<file path="src/design/gld_pkg.sv">
`timescale 1ns / 1ps
// ---------------------------------------------------------------------------
// gld_pkg
// Shared types and constants of the gas level detector: field widths,
// register codes and reset values, and the words passed between stages.
// ---------------------------------------------------------------------------
package gld_pkg;

    localparam int SAMPLE_W   = 12;
    localparam int SAMPLE_MAX = 4095;
    localparam int THR_W      = 13;
    // running total holds up to 4095 * 64
    localparam int TOTAL_W    = 18;

    // configuration port
    localparam int CFG_IDX_W  = 1;
    localparam int CFG_DATA_W = 12;

    localparam logic [CFG_DATA_W-1:0] THR_OFFSET_RST = 12'd200;
    localparam logic [CFG_DATA_W-1:0] HYST_WIDTH_RST = 12'd50;

    typedef logic [SAMPLE_W-1:0] t_sample;
    typedef logic [THR_W-1:0]    t_thr;
    typedef logic [TOTAL_W-1:0]  t_total;

    typedef enum logic [CFG_IDX_W-1:0] {
        CFG_THR_OFFSET = 1'b0,
        CFG_HYST_WIDTH = 1'b1
    } t_cfg_idx;

    // window stage -> detect stage
    typedef struct packed {
        logic    calib;
        t_sample base;
        t_total  total;
    } t_win_word;

    // one result word
    typedef struct packed {
        logic    calibrating;
        t_sample average;
        t_sample baseline_level;
        t_thr    threshold_level;
        logic    detected;
        logic    alarm_raised;
    } t_result;

endpackage

</file>
<file path="src/design/gld_smp_if.sv">
`timescale 1ns / 1ps
// ---------------------------------------------------------------------------
// gld_smp_if
// Sample channel: valid/ready handshake carrying one converter reading.
// ---------------------------------------------------------------------------
interface gld_smp_if;

    logic             valid;
    logic             ready;
    gld_pkg::t_sample sample;

    modport source (output valid, output sample, input ready);
    modport sink   (input valid, input sample, output ready);

endinterface

</file>
<file path="src/design/gld_res_if.sv">
`timescale 1ns / 1ps
// ---------------------------------------------------------------------------
// gld_res_if
// Result channel: valid/ready handshake carrying one detector result word.
// ---------------------------------------------------------------------------
interface gld_res_if;

    logic             valid;
    logic             ready;
    logic             calibrating;
    gld_pkg::t_sample average;
    gld_pkg::t_sample baseline_level;
    gld_pkg::t_thr    threshold_level;
    logic             detected;
    logic             alarm_raised;

    modport source (
        output valid, output calibrating, output average, output baseline_level,
        output threshold_level, output detected, output alarm_raised,
        input ready
    );
    modport sink (
        input valid, input calibrating, input average, input baseline_level,
        input threshold_level, input detected, input alarm_raised,
        output ready
    );

endinterface

</file>
<file path="src/design/gld_ram.sv">
`timescale 1ns / 1ps
// ---------------------------------------------------------------------------
// gld_ram
// Generic single-write, single-read RAM with registered read data.
// ---------------------------------------------------------------------------
module gld_ram #(
    parameter int WIDTH = 12,
    parameter int DEPTH = 10
) (
    input  logic                                     i_clk,
    input  logic                                     i_we,
    input  logic [((DEPTH > 1) ? $clog2(DEPTH) : 1)-1:0] i_waddr,
    input  logic [WIDTH-1:0]                         i_wdata,
    input  logic [((DEPTH > 1) ? $clog2(DEPTH) : 1)-1:0] i_raddr,
    output logic [WIDTH-1:0]                         o_rdata
);

    logic [WIDTH-1:0] r_mem [DEPTH];
    logic [WIDTH-1:0] r_rdata;

    always_ff @(posedge i_clk) begin
        if (i_we) begin
            r_mem[i_waddr] <= i_wdata;
        end
        r_rdata <= r_mem[i_raddr];
    end

    assign o_rdata = r_rdata;

endmodule

</file>
<file path="src/design/gld_cdiv.sv">
`timescale 1ns / 1ps
// ---------------------------------------------------------------------------
// gld_cdiv
// Unsigned division by a constant: multiply by a rounded-up reciprocal
// and shift. Exact for every dividend of IN_W bits whose quotient fits in OUT_W bits.
// ---------------------------------------------------------------------------
module gld_cdiv #(
    parameter int DIVISOR = 10,
    parameter int IN_W    = 18,
    parameter int OUT_W   = 12
) (
    input  logic [IN_W-1:0]  i_dividend,
    output logic [OUT_W-1:0] o_quotient
);

    localparam int SHIFT = IN_W + $clog2(DIVISOR);
    localparam longint unsigned RECIP = ((64'd1 << SHIFT) + DIVISOR - 1) / DIVISOR;
    localparam int RECIP_W = $clog2(RECIP + 1);
    localparam int PROD_W  = (IN_W + RECIP_W > SHIFT + OUT_W) ?
                             (IN_W + RECIP_W) : (SHIFT + OUT_W);

    logic [PROD_W-1:0] w_prod;

    // reciprocal product, quotient sits above the shift point
    assign w_prod     = PROD_W'(i_dividend) * PROD_W'(RECIP);
    assign o_quotient = w_prod[SHIFT +: OUT_W];

endmodule

</file>
<file path="src/design/gld_window.sv">
`timescale 1ns / 1ps
// ---------------------------------------------------------------------------
// gld_window
// Calibration accumulator and moving-average window. Sums the first
// samples into a baseline, then keeps a running total over a ring of
// recent samples held in RAM.
// ---------------------------------------------------------------------------
module gld_window #(
    parameter int WINDOW           = 10,
    parameter int BASELINE_SAMPLES = 50
) (
    input  logic               i_clk,
    input  logic               i_rst_n,
    input  logic               i_adv,
    input  gld_pkg::t_sample   i_sample,
    output gld_pkg::t_win_word o_word
);

    import gld_pkg::*;

    localparam int CS_W  = $clog2(SAMPLE_MAX * BASELINE_SAMPLES + 1);
    localparam int CC_W  = $clog2(BASELINE_SAMPLES + 1);
    localparam int IDX_W = (WINDOW > 1) ? $clog2(WINDOW) : 1;

    logic [CS_W-1:0]  r_sum, n_sum;
    logic [CC_W-1:0]  r_cnt, n_cnt;
    t_sample          r_base, n_base;
    t_total           r_total, n_total;
    logic [IDX_W-1:0] r_widx, n_widx;
    logic             r_wrapped, n_wrapped;
    logic             r_first, n_first;
    logic             r_byp, n_byp;
    t_sample          r_byp_data;
    t_win_word        r_word, n_word;

    logic             w_calib;
    logic [CS_W-1:0]  w_sum_inc;
    t_sample          w_base_q;
    t_sample          w_rdata;
    t_sample          w_old;
    t_total           w_total_base;
    t_total           w_total_new;
    logic             w_last;
    logic             w_we;

    // baseline = truncated mean of the calibration samples
    gld_cdiv #(
        .DIVISOR (BASELINE_SAMPLES),
        .IN_W    (CS_W),
        .OUT_W   (SAMPLE_W)
    ) u_base_div (
        .i_dividend (w_sum_inc),
        .o_quotient (w_base_q)
    );

    // ring of recent samples; read address tracks the next write slot
    gld_ram #(
        .WIDTH (SAMPLE_W),
        .DEPTH (WINDOW)
    ) u_ring (
        .i_clk   (i_clk),
        .i_we    (w_we),
        .i_waddr (r_widx),
        .i_wdata (i_sample),
        .i_raddr (n_widx),
        .o_rdata (w_rdata)
    );

    assign w_calib   = (r_cnt < CC_W'(BASELINE_SAMPLES));
    assign w_sum_inc = r_sum + CS_W'(i_sample);
    assign w_last    = (r_widx == IDX_W'(WINDOW - 1));

    // slots not yet written since calibration hold the baseline
    always_comb begin
        if (!r_wrapped) begin
            w_old = r_base;
        end else if (r_byp) begin
            w_old = r_byp_data;
        end else begin
            w_old = w_rdata;
        end
    end

    // total starts at baseline * WINDOW on the first running sample
    assign w_total_base = r_first ? (TOTAL_W'(r_base) * TOTAL_W'(WINDOW)) : r_total;
    assign w_total_new  = w_total_base - TOTAL_W'(w_old) + TOTAL_W'(i_sample);

    // next state
    always_comb begin
        n_sum     = r_sum;
        n_cnt     = r_cnt;
        n_base    = r_base;
        n_total   = r_total;
        n_widx    = r_widx;
        n_wrapped = r_wrapped;
        n_first   = r_first;
        n_word    = r_word;
        w_we      = 1'b0;
        if (i_adv) begin
            if (w_calib) begin
                n_sum  = w_sum_inc;
                n_cnt  = CC_W'(r_cnt + 1'b1);
                if (r_cnt == CC_W'(BASELINE_SAMPLES - 1)) begin
                    n_base    = w_base_q;
                    n_first   = 1'b1;
                    n_widx    = '0;
                    n_wrapped = 1'b0;
                end
                n_word = '{calib: 1'b1, base: '0, total: '0};
            end else begin
                w_we    = 1'b1;
                n_total = w_total_new;
                n_first = 1'b0;
                if (w_last) begin
                    n_widx    = '0;
                    n_wrapped = 1'b1;
                end else begin
                    n_widx = IDX_W'(r_widx + 1'b1);
                end
                n_word = '{calib: 1'b0, base: r_base, total: w_total_new};
            end
        end
    end

    // read of the slot being written this cycle (one-entry window)
    assign n_byp = w_we && (n_widx == r_widx);

    // state registers
    always_ff @(posedge i_clk) begin
        if (!i_rst_n) begin
            r_sum     <= '0;
            r_cnt     <= '0;
            r_base    <= '0;
            r_widx    <= '0;
            r_wrapped <= 1'b0;
            r_first   <= 1'b0;
            r_byp     <= 1'b0;
        end else begin
            r_sum     <= n_sum;
            r_cnt     <= n_cnt;
            r_base    <= n_base;
            r_widx    <= n_widx;
            r_wrapped <= n_wrapped;
            r_first   <= n_first;
            r_byp     <= n_byp;
        end
    end

    // payload registers
    always_ff @(posedge i_clk) begin
        r_total    <= n_total;
        r_word     <= n_word;
        r_byp_data <= i_sample;
    end

    assign o_word = r_word;

endmodule

</file>
<file path="src/design/gld_detect.sv">
`timescale 1ns / 1ps
// ---------------------------------------------------------------------------
// gld_detect
// Average, threshold and hysteresis detection. Holds the detection flag
// and the result register.
// ---------------------------------------------------------------------------
module gld_detect #(
    parameter int WINDOW = 10
) (
    input  logic                                i_clk,
    input  logic                                i_rst_n,
    input  logic                                i_adv,
    input  gld_pkg::t_win_word                  i_word,
    input  logic [gld_pkg::CFG_DATA_W-1:0]      i_thr_offset,
    input  logic [gld_pkg::CFG_DATA_W-1:0]      i_hyst_width,
    output gld_pkg::t_result                    o_result
);

    import gld_pkg::*;

    logic    r_det, n_det;
    t_result r_result, n_result;

    t_sample w_avg;
    t_thr    w_thr;
    logic    w_set;
    logic    w_clr;

    // average = total / WINDOW
    gld_cdiv #(
        .DIVISOR (WINDOW),
        .IN_W    (TOTAL_W),
        .OUT_W   (SAMPLE_W)
    ) u_avg_div (
        .i_dividend (i_word.total),
        .o_quotient (w_avg)
    );

    assign w_thr = THR_W'(i_word.base) + THR_W'(i_thr_offset);
    assign w_set = !r_det && (THR_W'(w_avg) > w_thr);
    // avg < thr - hyst, rearranged to stay unsigned
    assign w_clr = r_det &&
                   ((THR_W'(w_avg) + (THR_W + 1)'(i_hyst_width)) < (THR_W + 1)'(w_thr));

    // next flag and result
    always_comb begin
        n_det    = r_det;
        n_result = r_result;
        if (i_adv) begin
            if (i_word.calib) begin
                n_result = '{calibrating: 1'b1, average: '0, baseline_level: '0,
                             threshold_level: '0, detected: 1'b0, alarm_raised: 1'b0};
            end else begin
                if (w_set) begin
                    n_det = 1'b1;
                end else if (w_clr) begin
                    n_det = 1'b0;
                end
                n_result = '{calibrating: 1'b0, average: w_avg, baseline_level: i_word.base,
                             threshold_level: w_thr, detected: n_det, alarm_raised: w_set};
            end
        end
    end

    always_ff @(posedge i_clk) begin
        if (!i_rst_n) begin
            r_det <= 1'b0;
        end else begin
            r_det <= n_det;
        end
    end

    always_ff @(posedge i_clk) begin
        r_result <= n_result;
    end

    assign o_result = r_result;

endmodule

</file>
<file path="src/design/gas_level_detector.sv">
`timescale 1ns / 1ps
// ---------------------------------------------------------------------------
// gas_level_detector
// Baseline-calibrated moving-average gas detector with hysteresis.
// ---------------------------------------------------------------------------
// Path: input register, window-stage register, then result register.
// Throughput: one word per cycle unless the result channel stalls;
//   the ring RAM is read one slot ahead.
// Reset clears calibration, ring pointer, detection flag and valid bits;
//   the ring RAM is not cleared, unwritten slots read as the baseline.
// ---------------------------------------------------------------------------
module gas_level_detector #(
    parameter int WINDOW           = 10,
    parameter int BASELINE_SAMPLES = 50
) (
    input  logic                               i_clk,
    input  logic                               i_rst_n,
    gld_smp_if.sink                            i_smp,
    gld_res_if.source                          o_res,
    input  logic                               i_cfg_we,
    input  logic [gld_pkg::CFG_IDX_W-1:0]      i_cfg_idx,
    input  logic [gld_pkg::CFG_DATA_W-1:0]     i_cfg_data
);

    import gld_pkg::*;

    logic                  r_a_valid, r_b_valid, r_c_valid;
    t_sample               r_a_sample;
    logic [CFG_DATA_W-1:0] r_thr_offset, r_hyst_width;

    logic      w_adv_b, w_adv_c;
    t_win_word w_word;
    t_result   w_result;

    // pipeline flow control
    assign w_adv_c     = r_b_valid && (!r_c_valid || o_res.ready);
    assign w_adv_b     = r_a_valid && (!r_b_valid || w_adv_c);
    assign i_smp.ready = !r_a_valid || w_adv_b;

    always_ff @(posedge i_clk) begin
        if (!i_rst_n) begin
            r_a_valid <= 1'b0;
            r_b_valid <= 1'b0;
            r_c_valid <= 1'b0;
        end else begin
            if (i_smp.ready) begin
                r_a_valid <= i_smp.valid;
            end
            if (!r_b_valid || w_adv_c) begin
                r_b_valid <= w_adv_b;
            end
            if (!r_c_valid || o_res.ready) begin
                r_c_valid <= w_adv_c;
            end
        end
    end

    // input register
    always_ff @(posedge i_clk) begin
        if (i_smp.valid && i_smp.ready) begin
            r_a_sample <= i_smp.sample;
        end
    end

    // configuration registers
    always_ff @(posedge i_clk) begin
        if (!i_rst_n) begin
            r_thr_offset <= THR_OFFSET_RST;
            r_hyst_width <= HYST_WIDTH_RST;
        end else if (i_cfg_we) begin
            case (t_cfg_idx'(i_cfg_idx))
                CFG_THR_OFFSET: begin
                    r_thr_offset <= i_cfg_data;
                end
                CFG_HYST_WIDTH: begin
                    r_hyst_width <= i_cfg_data;
                end
                default: begin
                end
            endcase
        end
    end

    gld_window #(
        .WINDOW           (WINDOW),
        .BASELINE_SAMPLES (BASELINE_SAMPLES)
    ) u_window (
        .i_clk    (i_clk),
        .i_rst_n  (i_rst_n),
        .i_adv    (w_adv_b),
        .i_sample (r_a_sample),
        .o_word   (w_word)
    );

    gld_detect #(
        .WINDOW (WINDOW)
    ) u_detect (
        .i_clk        (i_clk),
        .i_rst_n      (i_rst_n),
        .i_adv        (w_adv_c),
        .i_word       (w_word),
        .i_thr_offset (r_thr_offset),
        .i_hyst_width (r_hyst_width),
        .o_result     (w_result)
    );

    // result channel
    assign o_res.valid           = r_c_valid;
    assign o_res.calibrating     = w_result.calibrating;
    assign o_res.average         = w_result.average;
    assign o_res.baseline_level  = w_result.baseline_level;
    assign o_res.threshold_level = w_result.threshold_level;
    assign o_res.detected        = w_result.detected;
    assign o_res.alarm_raised    = w_result.alarm_raised;

    // a calibration word never reports detection or an average
    a_calib_quiet: assert property (@(posedge i_clk) disable iff (!i_rst_n)
        (r_c_valid && w_result.calibrating) |-> (!w_result.detected && w_result.average == '0))
        else $error("calibration word carries detection or average");

    // an alarm only comes with the flag set
    a_alarm_det: assert property (@(posedge i_clk) disable iff (!i_rst_n)
        (r_c_valid && w_result.alarm_raised) |-> w_result.detected)
        else $error("alarm without detection");

    // an empty input register always takes a word
    a_in_ready: assert property (@(posedge i_clk) disable iff (!i_rst_n)
        !r_a_valid |-> i_smp.ready)
        else $error("input stalled while input register empty");

    // a stalled result word is not dropped
    a_out_hold: assert property (@(posedge i_clk) disable iff (!i_rst_n)
        (r_c_valid && !o_res.ready) |=> r_c_valid)
        else $error("stalled result word lost");

endmodule

</file>
<file path="src/flat_wrapper.sv">
// flat-port wrapper written by rule: the top's interface ports become plain ports
module gas_level_detector_flat import gld_pkg::*;
#(
    parameter int WINDOW           = 10,
    parameter int BASELINE_SAMPLES = 50
)
  (i_clk, i_rst_n, i_cfg_we, i_cfg_idx, i_cfg_data, i_smp_valid, i_smp_sample, i_smp_ready, o_res_valid, o_res_calibrating, o_res_average, o_res_baseline_level, o_res_threshold_level, o_res_detected, o_res_alarm_raised, o_res_ready);
  gld_smp_if i_smp_i ();
  gld_res_if o_res_i ();
  input  logic i_clk;
  input  logic i_rst_n;
  input  logic i_cfg_we;
  input  logic [gld_pkg::CFG_IDX_W-1:0] i_cfg_idx;
  input  logic [gld_pkg::CFG_DATA_W-1:0] i_cfg_data;
  input wire logic [$bits(i_smp_i.valid)-1:0] i_smp_valid;
  input wire logic [$bits(i_smp_i.sample)-1:0] i_smp_sample;
  output wire logic [$bits(i_smp_i.ready)-1:0] i_smp_ready;
  output wire logic [$bits(o_res_i.valid)-1:0] o_res_valid;
  output wire logic [$bits(o_res_i.calibrating)-1:0] o_res_calibrating;
  output wire logic [$bits(o_res_i.average)-1:0] o_res_average;
  output wire logic [$bits(o_res_i.baseline_level)-1:0] o_res_baseline_level;
  output wire logic [$bits(o_res_i.threshold_level)-1:0] o_res_threshold_level;
  output wire logic [$bits(o_res_i.detected)-1:0] o_res_detected;
  output wire logic [$bits(o_res_i.alarm_raised)-1:0] o_res_alarm_raised;
  input wire logic [$bits(o_res_i.ready)-1:0] o_res_ready;
  assign i_smp_i.valid = i_smp_valid;
  assign i_smp_i.sample = i_smp_sample;
  assign i_smp_ready = i_smp_i.ready;
  assign o_res_valid = o_res_i.valid;
  assign o_res_calibrating = o_res_i.calibrating;
  assign o_res_average = o_res_i.average;
  assign o_res_baseline_level = o_res_i.baseline_level;
  assign o_res_threshold_level = o_res_i.threshold_level;
  assign o_res_detected = o_res_i.detected;
  assign o_res_alarm_raised = o_res_i.alarm_raised;
  assign o_res_i.ready = o_res_ready;
  gas_level_detector #(.WINDOW(WINDOW), .BASELINE_SAMPLES(BASELINE_SAMPLES)) u_core (.i_clk(i_clk), .i_rst_n(i_rst_n), .i_smp(i_smp_i), .o_res(o_res_i), .i_cfg_we(i_cfg_we), .i_cfg_idx(i_cfg_idx), .i_cfg_data(i_cfg_data));
endmodule
</file>
<file path="config.mk">
export PLATFORM = sky130hd
export DESIGN_NAME = gas_level_detector_flat
export DESIGN_NICKNAME = d
export VERILOG_FILES = /design/src/design/gld_pkg.sv /design/src/design/gld_smp_if.sv /design/src/design/gld_res_if.sv /design/src/design/gld_ram.sv /design/src/design/gld_cdiv.sv /design/src/design/gld_window.sv /design/src/design/gld_detect.sv /design/src/design/gas_level_detector.sv /design/src/flat_wrapper.sv
export SDC_FILE = /design/constraint.sdc
export NUM_CORES = 1
export LEC_CHECK = 0
export BUFFER_PORTS_ARGS = -buffer_cell sky130_fd_sc_hd__buf_2
export CORE_MARGIN = 2
export CORE_UTILIZATION = 55
export DETAILED_ROUTE_END_ITERATION = 10
export PLACE_DENSITY = 0.72
export SLEW_MARGIN = 10
export SYNTH_ARGS = -nofsm -noshare
export SYNTH_HDL_FRONTEND = slang
export SYNTH_SLANG_ARGS = --single-unit
</file>
<file path="constraint.sdc">
create_clock -name i_clk -period 10.95 [get_ports i_clk]
set_input_delay 1.095 -clock i_clk [delete_from_list [all_inputs] [get_ports i_clk]]
set_output_delay 1.095 -clock i_clk [all_outputs]
set_load 0.1 [all_outputs]
</file>
==> metrics, run 1 <==
DRT Pass-1 Iters 5; chip width ~220 um; fillers roughly 3,800; Ports 72; WP data arrival around 9300 ps; Congestion Overflow GR 0; RSZ-0062 raised after global routing false; r2r endpoint u_core.u_window.r_base[9]$_SDFFE_PN0P_; Worst Hold End u_core.r_hyst_width[10]$_SDFFE_PN0P_; CTS resizes 0; largest net degree at the start of global routing ~60; worst hold start u_core.r_hyst_width[10]$_SDFFE_PN0P_; GPL Wtd Cong 0.974; period utilization between 80% and 90%; Slew HR 22.0%; final hold violations 0; CP Buf/Inv Count 0; Synth top area share roughly 26%; number of clock sinks between 300 and 400; ys flop type edfxtp_1; reg2reg setup slack slightly above 2000 ps; # port buffers 71; R2R Path Start u_core.r_a_sample[0]$_DFFE_PP_; worst r2r path cells 27; Fmax about 0.11 GHz; post-route ant nets 0; Final nets 3,095; Avg WL per Cell 18.4 um; Synth Warn # 0; setup TNS 0 ps; Total GRT Usage between 20% and 30%; initial core utilization a little under three fifths; wirelength, routed roughly 57,000 um; hold path depth 2; Ant. Diodes 0; std cell rows 79; minimum clock period between 8000 and 9000 ps; # Post-CTS Setup Buffers 0; chip height approximately 220 um; Worst Skew 16.0 ps; cell taking the most area after synthesis edfxtp_1; Critical Path RT 11,390 ps; Worst Hold Class reg -> reg; crit start category flip-flop; critical path type reg -> reg; core area ~46,000 um^2; DP Wirelength about 45,000 um; Initial DRC Count between 1,000 and 1,500; global-route wire length before repair 91,900 um; slowest CP cell xor2_1; slowest stage delay, CP 700 ps; DRC viols 0; Syn Nets approximately 3,000; Post-CTS Hold Fix Bufs 0; count leader, synth inv_1; final setup violating endpoints 0; Slew Limit Fails 0; vias in the first global route 17,781; ys async rst share 0%; CP Capture Type flip-flop; Synth Cell Area between 20,000 and 30,000 um^2; drt via density 5.58; most used cell, CP fa_1; cts bufs inserted 36; routed vias roughly 17,000; sequential share of the synthesized area between 30% and 40%; latest clock arrival within the worst-skew pair about 560 ps; crit path from u_core.r_a_sample[0]$_DFFE_PP_; outcome finished, final reports clean; clock-pin slew on the worst setup and hold paths 60 ps; share of cells above drive strength 1 slightly below 8%; #FFs+latches synth around 320; initial antenna violation count 0; Post-synth EDFFs 221; Mapped Cells 2,396; clock tree buffer depth 3; Netlist cell types just over 80; H-Tree Depth 2; cell family with most CP delay adder cells; syn avg cell area approximately 11 um^2; Root Driver clkbuf_16; Tightest Pin Transition around 1200 ps; most frequent cells after synthesis inv_1 (415), ha_1 (362), fa_1 (234); total of max-cap violations 0; Syn-to-layout area delta 9.11%; die area about 48,000 um^2; worst-path fanout max 13; synth top area cells edfxtp_1 (26%), fa_1 (18%), ha_1 (18%); CTS tree done
flip-flops by register name, summed over array words and instances, names as in the netlist:
register and flops:
u_core.r_a_sample 12, u_core.o_res.valid 1, u_core.r_a_valid 1, u_core.u_window.r_sum 18, u_core.r_hyst_width 12, u_core.u_window.r_byp 1
u_core.u_window.r_byp_data 12, u_core.u_window.o_word 31, u_core.u_detect.r_det 1, u_core.u_detect.o_result 40, u_core.u_window.r_first 1, u_core.u_window.r_widx 4
u_core.r_thr_offset 12, u_core.u_window.u_ring.r_mem 120, u_core.u_window.u_ring.o_rdata 12, u_core.u_window.r_base 12, u_core.u_window.r_wrapped 1, u_core.u_window.r_total 18
u_core.r_b_valid 1, u_core.u_window.r_cnt 6
per-layer routing:
layer	GRT usage [%]	vias up	wire length, um	share of wire, %
met1	32.2	8487	25000	44
met2	41.1	482	27300	48
met4	8.14	0	1710	3.0
met3	3.99	103	3250	5.7
li1	-	8245	-	-
met5	0	-	0	0
worst reg2reg max path, delay by kind of cell, from the launching register on:
kind                     cells  cell delay (ps)
adder cells (fa/ha/maj)      9             4180
AND/OR/NAND/NOR              3              660
AO/OA/AOI/OAI               14             2700
XOR/XNOR                     1              700
flip-flops                   1              560
through the flow:
step / instance area [um^2] / setup WS (ps) / cells / util (%) / hold slack [ps]
after floorplan: 25600 / 3010 / 2396 / - / 440
after global routing: 28000 / 1500 / 3104 / 60.4 / 479
after detailed placement: 26700 / 2310 / 3038 / 57.7 / 453
after CTS: 28000 / 2220 / 3104 / 60.4 / 461
final: 28000 / 2060 / 3104 / 60.4 / 462
after global placement: 26700 / 2540 / 3038 / 57.7 / 448
how the worst max path moves through the flow:
stage                                                            to  slack [ps]  cells after the start
after floorplan           u_core.u_detect.o_result[1]$_SDFFCE_PP0P_        3010                     32
after global placement    u_core.u_detect.o_result[1]$_SDFFCE_PP0P_        2540                     32
after detailed placement     u_core.u_window.r_base[9]$_SDFFE_PN0P_        2310                     27
after CTS                    u_core.u_window.r_base[9]$_SDFFE_PN0P_        2220                     27
after global routing        u_core.u_window.r_base[11]$_SDFFE_PN0P_        1500                     27
final                        u_core.u_window.r_base[9]$_SDFFE_PN0P_        2060                     27
cells in the final DEF (no fill, tap or decap), drive strengths merged, types with 35 or more instances in the layout:
cell and instances:
nand2 190, o21ai 56, buf 90, a21oi 109, xnor2 59, fa 234
a211oi 44, clkbuf 44, inv 422, and2 62, nor2 88, ha 362
edfxtp 221, dfxtp 95, nor2b 41, a21o 35
logic make-up (layout without fill, tap and decap cells):
| kind of cell | count (synthesis) | in the layout | share of synthesized area (%) |
|---|---|---|---|
| xor+xnor | 85 | 85 | 2.90 |
| simple gates | 520 | 520 | 9.90 |
| flops | 316 | 316 | 33.3 |
| mux | 22 | 22 | 0.889 |
| other cells | 1 | 1 | 0.0146 |
| buf+inv | 474 | 575 | 7.04 |
| compound gates | 382 | 382 | 9.98 |
| fa+ha+maj | 596 | 596 | 36.0 |
layout make-up:
cell class / count / area [um^2] / area share, %
multi-input combinational: 1606 / 15300 / 54.9
sequential: 316 / 8540 / 30.5
inverter: 419 / 1570 / 5.62
clock buffer: 44 / 971 / 3.47
tap: 607 / 759 / 2.72
timing repair buffer: 90 / 498 / 1.78
clock inverter: 22 / 277 / 0.989
Power of run 1 is not shown: default switching activity piles up to over one toggle a cycle in this logic, so the estimate is an artifact.
==> run 2: changes to the inputs <==
Clock period 10.95 ns to 8.2 ns, I/O delays scaled along.
==> run 2 against run 1 <==
Effect of this change: routed wire length is 0.19% lower; first-iteration DRC count decreased by 14%; non-clock buffer count grew 53; flip-flop and latch count unchanged; via count increased by 0.39%; critical path depth is 4 higher; core utilization up 1.1 points; final cell count increased by 1.6%; final area is 1.9% higher; sequential share of layout area down 0.56 points; fmax increased by 12%; critical path type unchanged; critical endpoint is now u_core.u_detect.o_result[1]$_SDFFCE_PP0P_; highest routed layer unchanged.
==> metrics, run 2 (same netlist as run 1, synthesis figures left out) <==
cts bufs inserted 35; Placement Setup Slack -33.3 ps; metal2 WL between 20,000 and 30,000 um; most frequent cells in the layout inv_1 (408), ha_1 (356), fa_1 (226), edfxtp_1 (221), nand2_1 (190); outcome finished, final reports clean; slowest stage delay, CP roughly 560 ps; CP Buf/Inv Count 4; Post-DP Area ~27,000 um^2; vias in the first global route 17,976; Design Area, Final roughly 28,000 um^2; core area between 40,000 and 50,000 um^2; Tightest Pin Transition between 1000 and 1500 ps; global-route wire length before repair around 91,000 um; wirelength, routed between 50,000 and 60,000 um; final hold violations 0; minimum clock period between 7000 and 8000 ps; CP Capture Type flip-flop; commonest non-fill, non-tap cell in the layout inv_1; Slew Limit Fails 0; Worst Hold Class in -> reg; fillers between 3,000 and 4,000; Ports 72; critical path type reg -> reg; clock-pin slew on the worst setup and hold paths 70 ps; total of max-cap violations 0; Total GRT Usage roughly a quarter; cell family with most CP delay adder cells; Critical Path RT approximately 8500 ps; latest clock arrival within the worst-skew pair around 560 ps; met1 WL ~25,000 um; Avg WL per Cell approximately 18 um; final setup violating endpoints 0; Ant. Diodes 0; CTS tree done; Root Driver clkbuf_16; H-Tree Depth 2; clock tree buffer depth 3; DP Wirelength between 40,000 and 50,000 um; number of clock sinks roughly 320; final non-filler cell total approximately 3,200; routed vias around 17,000; WP data arrival between 8000 and 9000 ps; Final Hold Slack approximately 460 ps; share of cells above drive strength 1 approximately 11%; placed cells 3,086; Syn-to-layout area delta 11.1%; Congestion Overflow GR 0; worst-path fanout max 5; post-route ant nets 0; drt via density between 5 and 6; Worst Skew between 20 and 25 ps; Slew HR about a fifth; die area ~48,000 um^2; initial core utilization a little under three fifths; DRC viols 0; Final nets between 3,000 and 4,000; # port buffers 71; crit start category flip-flop; Most flops, register u_core.u_window.u_ring.r_mem; GPL Wtd Cong between 0.9 and 1; Fmax approximately 0.13 GHz; top routing layer in use met4; max reg flops 120; period utilization 97.0%; Initial DRC Count between 900 and 1,000; largest net degree at the start of global routing 62; DRT Pass-1 Iters 5; slowest CP cell fa_1; chip width ~220 um; metal3 WL roughly 2500 um; initial antenna violation count 0; chip height roughly 220 um; most used cell, CP fa_1; final setup margin roughly 250 ps; std cell rows 79
## run 2: changes by cell type in the layout (fill, tap and decap cells not counted), moves of 5 or more
| cell | change |
|---|---|
| xnor2_2 | +5 |
| a21oi_2 | +10 |
| fa_2 | +8 |
| buf_4 | +53 |
| inv_1 | -7 |
| ha_1 | -6 |
| inv_2 | +7 |
| a21oi_1 | -11 |
| ha_4 | +6 |
| xnor2_1 | -5 |
| fa_1 | -8 |
## run 2: final timing paths
kind,start,cells past startpoint,to,slack (ps)
setup / recovery,u_core.u_window.o_word[8]$_SDFFCE_PP0P_,31,u_core.u_detect.o_result[1]$_SDFFCE_PP0P_,250
hold / removal,i_smp_sample[7],1,u_core.r_a_sample[7]$_DFFE_PP_,460
setup reg to reg,u_core.u_window.o_word[8]$_SDFFCE_PP0P_,31,u_core.u_detect.o_result[1]$_SDFFCE_PP0P_,250
hold reg to reg,u_core.u_window.r_sum[10]$_SDFFE_PN0P_,2,u_core.u_window.r_sum[10]$_SDFFE_PN0P_,460
## run 2: repair_timing
| item | in CTS | in global routing |
|---|---|---|
| hold buffers | 0 | 0 |
| endpoints found under the hold margin | 0 | 0 |
| pin swaps | 0 | 29 |
| gates resized for setup | 3 | 57 |
| buffers inserted | 0 | 5 |
| setup endpoints to repair | 2 | 12 |
## run 2: per-stage QoR
stage / setup TNS (ps) / utilization (%)
finish: 0 / 61.6
global route: -57.0 / 61.6
detailed placement: -33.3 / 58.5
floorplan: 0 / -
CTS: 0 / 60.9
global placement: 0 / 58.5
## run 2: area by class of cell
class                   count  area [um^2]  area share (%)
clock buffers              43          906            3.18
clock inverters            21          191           0.672
inverters                 419         1570            5.52
multi-input cells        1606        15600            54.8
flip-flops and latches    316         8540            30.0
well taps                 607          759            2.67
repair buffers            143          896            3.15
## run 2: per-layer routing
metal | up-vias | track usage [%]
met3 | 118 | 3.01
met4 | 0 | 8.03
met1 | 8512 | 32.0
li1 | 8346 | -
met2 | 408 | 41.5
met5 | - | 0
Power of run 2 is left out for the same reason.
